## src/design/bmt_pkg.sv

```systemverilog
// Shared types, codes and sizing constants for the breakpoint match table.
package bmt_pkg;

  localparam int ADDR_W      = 32;
  localparam int IDX_W       = 4;
  localparam int CNT_OUT_W   = 5;
  localparam int ENTRIES_DEF = 16;
  localparam int MAX_ENTRIES = 256;
  localparam int POS_W       = $clog2(MAX_ENTRIES);
  localparam int GROUP       = 16;

  typedef logic [POS_W-1:0] pos_t;

  typedef enum logic [3:0] {
    CMD_SET         = 4'd0,
    CMD_UNSET       = 4'd1,
    CMD_TOGGLE      = 4'd2,
    CMD_ENABLE_AT   = 4'd3,
    CMD_DISABLE_AT  = 4'd4,
    CMD_BREAK_CHECK = 4'd5,
    CMD_CLEAR       = 4'd6,
    CMD_CLEAR_TEMP  = 4'd7,
    CMD_ENABLE_IDX  = 4'd8,
    CMD_DISABLE_IDX = 4'd9,
    CMD_REMOVE_IDX  = 4'd10,
    CMD_READ_IDX    = 4'd11,
    CMD_HAS         = 4'd12,
    CMD_HAS_STATE   = 4'd13
  } cmd_t;

  typedef enum logic [1:0] {
    ST_DISABLED  = 2'd0,
    ST_ENABLED   = 2'd1,
    ST_TEMPORARY = 2'd2
  } bp_state_t;

  typedef enum logic [1:0] {
    RES_DONE     = 2'd0,
    RES_NOCHANGE = 2'd1,
    RES_FULL     = 2'd2,
    RES_BADINDEX = 2'd3
  } status_t;

  typedef enum logic [2:0] {
    S_IDLE,
    S_RED_A,
    S_RED_B,
    S_APPLY,
    S_COMPACT
  } fsm_t;

  // lookup request broadcast to every cell on the accept cycle
  typedef struct packed {
    logic                capture;
    logic                by_index;
    logic [ADDR_W-1:0]   address;
    logic [IDX_W-1:0]    index;
  } sel_req_t;

  // table update broadcast to every cell
  typedef struct packed {
    logic                load_en;
    logic                state_only;
    pos_t                load_pos;
    logic [ADDR_W-1:0]   load_addr;
    logic [1:0]          load_state;
    logic                shift_en;
    pos_t                shift_pos;
  } cell_upd_t;

endpackage

```

## src/design/bmt_cell.sv

```systemverilog
// One table position: stored entry, lookup compare and shift toward the head.
module bmt_cell import bmt_pkg::*; #(
  parameter int ENTRIES = ENTRIES_DEF,
  parameter int IDX     = 0
) (
  input  logic                      clk,
  input  sel_req_t                  req,
  input  logic [$clog2(ENTRIES+1)-1:0] count,
  input  cell_upd_t                 upd,
  input  logic [ADDR_W-1:0]         nb_addr,
  input  logic [1:0]                nb_state,
  output logic [ADDR_W-1:0]         addr_o,
  output logic [1:0]                state_o,
  output logic [((ENTRIES > 1) ? $clog2(ENTRIES) : 1)+ADDR_W+2:0] lane
);

  localparam int CW = $clog2(ENTRIES+1);
  localparam int IW = (ENTRIES > 1) ? $clog2(ENTRIES) : 1;

  logic [ADDR_W-1:0] addr_r;
  logic [1:0]        state_r;
  logic              sel_r;
  logic              sel_nxt;
  logic              occupied;

  assign occupied = count > CW'(IDX);

  always_comb begin
    if (req.by_index) begin
      sel_nxt = occupied && ({{(32-IDX_W){1'b0}}, req.index} == 32'(IDX));
    end else begin
      sel_nxt = occupied && (addr_r == req.address);
    end
  end

  always_ff @(posedge clk) begin
    if (req.capture) begin
      sel_r <= sel_nxt;
    end
    // load wins over shift so a compaction step can append at the tail
    if (upd.load_en && (upd.load_pos == POS_W'(IDX))) begin
      if (!upd.state_only) begin
        addr_r <= upd.load_addr;
      end
      state_r <= upd.load_state;
    end else if (upd.shift_en && (POS_W'(IDX) >= upd.shift_pos)) begin
      addr_r  <= nb_addr;
      state_r <= nb_state;
    end
  end

  assign addr_o  = addr_r;
  assign state_o = state_r;
  assign lane    = sel_r ? {1'b1, IW'(IDX), addr_r, state_r} : '0;

endmodule

```

## config.mk

```make
export PLATFORM = sky130hd
export DESIGN_NAME = bmt_cell
export DESIGN_NICKNAME = d
export VERILOG_FILES = /design/src/design/bmt_pkg.sv /design/src/design/bmt_cell.sv
export SDC_FILE = /design/constraint.sdc
export NUM_CORES = 1
export LEC_CHECK = 0
export ABC_AREA = 1
export BUFFER_PORTS_ARGS = -buffer_cell sky130_fd_sc_hd__buf_4
export CAP_MARGIN = 10
export CORE_MARGIN = 8
export CORE_UTILIZATION = 44
export DETAILED_ROUTE_END_ITERATION = 6
export GPL_TIMING_DRIVEN = 0
export PLACE_DENSITY = 0.94
export RECOVER_POWER = 50
export SLEW_MARGIN = 20
export SYNTH_ARGS = -nofsm -noshare
export SYNTH_HDL_FRONTEND = slang
export SYNTH_SLANG_ARGS = --single-unit
```

## constraint.sdc

```tcl
create_clock -name clk -period 5.8 [get_ports clk]
set_input_delay 1.16 -clock clk [delete_from_list [all_inputs] [get_ports clk]]
set_output_delay 1.16 -clock clk [all_outputs]
set_load 0.03 [all_outputs]
```

Word level (Yosys, flattened, before mapping)
Cells that the tools add are included.
Widths: inputs -> output; s select.
{ "totals": {"elab_cells": 22, "regBits": 35} }
{ "op_classes": {"order_cmp": 2, "muxes": 7, "reduce_logical": 8, "n_eq_ne": 2} }
{ "op_table": {"columns": ["op", "n"], "rows": [
  ["$mux 32", 3],
  ["$mux 39", 1],
  ["$eq 32x32->1", 1],
  ["$ge 1x8->1 const A", 1],
  ["$logic_not 8->1", 1],
  ["$gt 5x1->1 const B", 1],
  ["$logic_and 1x1->1", 4],
  ["$logic_not 4->1", 1],
  ["$mux 2", 2],
  ["$ne 2x2->1 const B", 1],
  ["$reduce_and 2->1", 1],
  ["$reduce_bool 2->1", 1],
  ["$mux 1", 1]
]} }

Logic depth before layout (Yosys ltp)
{ "depth": {"depth_word": 4, "mapped_depth": 9, "mapped_depth_nobuf": 9} }

Least setup slack after synthesis
OpenSTA, ideal clock, no wires.
{ "synth_timing": {"path_type": "input to register", "startpoint": "input upd[48] in the netlist's numbering", "endpoint": "register addr_r[0] (netlist: addr_o[0]) (enable)", "cell_stages": 4, "arrival_ps": 2764, "required_ps": 5403, "path_buffers": 1, "slack_ps": 2639, "setup_time_ps": 397, "path_cell_list": "nor4_2 -> nand3_4 -> buf_6 -> o21ai_2"} }
{ "synth_via": {"elab_chain_cells": 4, "word_cells_on_any_way": 5, "classes_between": "eq/ne: 1; reduce/logical: 4"} }
{ "synth_lines": {"columns": ["item", "line", "text"], "rows": [
  ["from (decl)", "bmt_cell.sv:9", "input cell_upd_t upd,"],
  ["$logic_not 8->1 (*)", "bmt_cell.sv:41", "if (upd.load_en && (upd.load_pos == POS_W'(IDX))) begin"],
  ["$logic_and 1x1->1 (*)", "bmt_cell.sv:41", null],
  ["$ne 2x2->1 (no source line) / $reduce_bool 2->1 (equally long branches)", null, null],
  ["$reduce_and 2->1 (no source line) (*)", null, null],
  ["to (signal assigned)", "bmt_cell.sv:43", "addr_r <= upd.load_addr;"],
  ["to (signal assigned)", "bmt_cell.sv:47", "addr_r <= nb_addr;"],
  ["to (decl)", "bmt_cell.sv:20", "logic [ADDR_W-1:0] addr_r;"]
]} }
Mark *: on every way between the ends. The rest lies on a longest branch, timed or not.
A chain may end at the register's enable or synchronous reset.

Worst setup path after layout
{ "layout_timing": {"startpoint": "input upd[44] in the netlist's numbering", "endpoint": "register addr_r[18] (netlist: addr_o[18]) (enable)"} }
Same word-level chain as after synthesis.

==> parameters.txt <==
Parameter                              Value

Outcome
  Status ... finished, final reports clean

Logic synthesis
  Top area cells in the synthesized netlist ... sky130_fd_sc_hd__edfxtp_1 (40%), sky130_fd_sc_hd__inv_1 (12%), sky130_fd_sc_hd__o21ai_2 (12%), sky130_fd_sc_hd__nand2_1 (11%), sky130_fd_sc_hd__xnor2_1 (8.6%)
  Dominant cell type by area after synthesis ... sky130_fd_sc_hd__edfxtp_1
  Mean instance size in the synthesized netlist ... 8.07 um2
  Fraction of the yosys area taken by sequential cells ... between 30 and 40%
  Synth cell types ... 17
  Seq cells post-synth ... 35
  Gate count after technology mapping ... 329
  Total number of yosys warnings ... 0
  Cell area after synthesis ... 2660 um2
  Area share of the largest cell type after synthesis ... between 30% and 40%

Worst setup path
  Max stage delay on crit path ... 0.60 ns
  Highest fanout seen on the critical path ... 18
  Setup CP Type ... in -> reg
  Register-to-register path setup slack ... 4.34 ns
  Crit-path slowest cell ... sky130_fd_sc_hd__o21ai_4
  Arrival time reported for the critical path endpoint ... 3.25 ns
  Family with the most delay on the worst path ... buffers and inverters
  Crit-path cells ... buf_4, nor4_1, nand3_1, clkbuf_1, o21ai_4, buf_16
  Nature of the critical path endpoint ... flip-flop
  Data required time of the worst path ... 5.78 ns
  CP Launch Type ... input port
  Buf+Inv Stages, Crit Path ... 3

Die
  Core Region ... ~5900 um2
  Floorplan die width ... approximately 94 um
  # IOs ... roughly 200
  Full die area ... 8780 um2
  Row cnt ... 28
  Vertical extent of the die ... approximately 94 um
  Starting density of the core ... 45.1%

Clock tree
  TritonCTS clock tree ... built
  Cts bufs inserted ... 5
  Maximum count of clock buffers along a single path ... 2
  Master cell of the clock root buffer ... sky130_fd_sc_hd__clkbuf_8
  Clock sinks ... 35
  Skew-Pair Late Insertion Delay ... 0.28 ns
  Cells resized by post-CTS repair ... 0
  Hold Buf Count CTS ... 0
  Number of H-tree levels ... 2
  Reg clk slew, reported paths ... 0.06 ns
  Number of buffers inserted to repair setup after CTS ... 0

STA
  Number of setup violations in the final report ... 0
  Least setup slack across all paths after layout ... approximately 2.5 ns
  F_max ... 0.306 GHz
  Final setup TNS ... 0 ns
  Max Clock Skew ... 0.00763 ns
  Crit path time final ... approximately 3.3 ns
  Slew of the pin with the lowest slew margin ... slightly below 0.8 ns
  Max-slew violations ... 0
  Slew HR ... 47.5%
  Ratio of final minimum period to clock period ... 56.3%
  Number of hold violations in the final report ... 0
  RSZ-0062 raised after global routing ... no

Global route
  Global-route wire length before repair ... roughly 14 mm
  Largest net degree at the start of global routing ... 19
  All-Layer GR Usage ... 20.3%
  Number of global-route vias before repair ... about 3000
  Remaining Overflow, GRT ... 0
  Number of antenna violations at the first check in global routing ... 0

Detailed routing
  Initial DRT Pass Iterations ... 5
  Average wire length per cell after detail routing ... between 15 and 20 um
  DRC violation total after the first TritonRoute iteration ... 50
  Aggregate routed wire length ... 9.36 mm
  Via/cell ratio ... ~4.6
  Number of remaining DRC errors ... 0
  Vias ... 2805
  Number of nets with antenna violations after detailed routing ... 0

Place
  Sum of net half-perimeters after detailed placement ... 8.06 mm
  Port Buffer Count ... 199
  Inst Count DP ... 607
  Area of placed instances ... between 4000 and 5000 um2
  Weighted congestion at the end of routability-driven global placement ... between 0.8 and 0.9
  Worst Setup Slack post-DPL ... around 2.6 ns

Power and ir drop
  Worst ir drop on vdd ... 0.0948 mV
  Final Power ... 0.000619 W
  Power density over the cells ... 151 nW/um2
  Standby leakage power ... 2.23 nW

Final layout
  Layout Cells excl Fill ... between 600 and 700
  Most common cell after layout, fill and taps aside ... sky130_fd_sc_hd__buf_4
  Area added between synthesis and finish ... 54.1%
  Ratio of cells with drive above 1 in the final layout ... 41.1%
  Most frequent cells in the layout ... sky130_fd_sc_hd__buf_4 (167), sky130_fd_sc_hd__inv_1 (82), sky130_fd_sc_hd__nand2_1 (78), sky130_fd_sc_hd__clkbuf_1 (44), sky130_fd_sc_hd__edfxtp_1 (35)
  Summed area of non-filler cells in the final layout ... 4090 um2
  # diodes ... 0
  Final Net Count ... 670

Job
  Max-cap check violation count ... 0

Hold path
  Class of the tightest hold or removal check ... reg -> reg
[cell usage after synthesis]
library cell	number
sky130_fd_sc_hd__inv_1	82
sky130_fd_sc_hd__nor4_2	2
sky130_fd_sc_hd__edfxtp_1	35
sky130_fd_sc_hd__xnor2_1	26
sky130_fd_sc_hd__nand2_2	34
sky130_fd_sc_hd__o21ai_0	1
sky130_fd_sc_hd__o21ai_2	35
sky130_fd_sc_hd__nor3_1	1
sky130_fd_sc_hd__clkbuf_1	4
sky130_fd_sc_hd__nor4_1	2
sky130_fd_sc_hd__buf_6	7
sky130_fd_sc_hd__conb_1	1
sky130_fd_sc_hd__a21oi_1	1
sky130_fd_sc_hd__nor2_1	14
sky130_fd_sc_hd__nand2_1	78
sky130_fd_sc_hd__nand3_4	1
sky130_fd_sc_hd__buf_4	5
[state kept, by name, summed over array words and instances, names as in the netlist]
name,flops
state_o,2
addr_o,32
sel_r,1
[logic make-up after synthesis]
| family | Yosys count | synth area share (%) |
|---|---|---|
| DFF | 35 | 39.6 |
| AOI/OAI and AO/OA | 37 | 11.9 |
| xor gates and xnor gates | 26 | 8.57 |
| and+or+nand+nor | 132 | 23.3 |
| buffers and inverters | 98 | 16.5 |
| other | 1 | 0.141 |
[worst reg2reg max path, cell delays in order, from the launching register on]
cell and delay [ns]:
sky130_fd_sc_hd__edfxtp_1 0.44, sky130_fd_sc_hd__xnor2_1 0.25, sky130_fd_sc_hd__nand2_1 0.09, sky130_fd_sc_hd__nor2_1 0.19
sky130_fd_sc_hd__nand2_1 0.09, sky130_fd_sc_hd__nor2_1 0.08, sky130_fd_sc_hd__nand2_1 0.05, sky130_fd_sc_hd__a21oi_1 0.12
[path summary, 6_finish.rpt]
path / endpoint / cells past startpoint / startpoint
worst max-delay path: addr_o[18]$_DFFE_PP_ / 6 / upd[44]
worst max register to register: sel_r$_DFFE_PP_ / 7 / addr_o[5]$_DFFE_PP_
worst min-delay path: sel_r$_DFFE_PP_ / 7 / addr_o[18]$_DFFE_PP_
worst min register to register: sel_r$_DFFE_PP_ / 7 / addr_o[18]$_DFFE_PP_
[stage by stage]
step | utilization (%) | hold slack [ns]
3_5_place_dp | 72.9 | 0.924
4_1_cts | 74.3 | 0.933
5_1_grt | 69.5 | 0.996
2_1_floorplan | - | 1.04
3_3_place_gp | 72.3 | 0.917
6_report | 69.5 | 0.932
[report_power, final]
group          internal, W  total [W]  switching (W)
registers         0.000280   0.000281     0.00000104
clock network    0.0000819   0.000165      0.0000829
logic            0.0000941   0.000174      0.0000797
[final cells by class]
type	instances	area, um2
tap	75	93.8
timing repair buffer	200	1390
multi-input combinational	199	1070
clock inverter	2	7.51
sequential	35	1050
inverter	82	308
buffer	16	101
fill	517	1790
clock buffer	6	72.6
[per-layer routing]
metal / track usage (%) / vias to the layer above / routed length, um
met5: 0 / - / 0
met4: 7.27 / 0 / 206
met3: 6.00 / 18 / 737
met2: 41.0 / 132 / 5280
met1: 18.2 / 1266 / 3140
li1: - / 1389 / -
(Power assumes the default switching activity.)
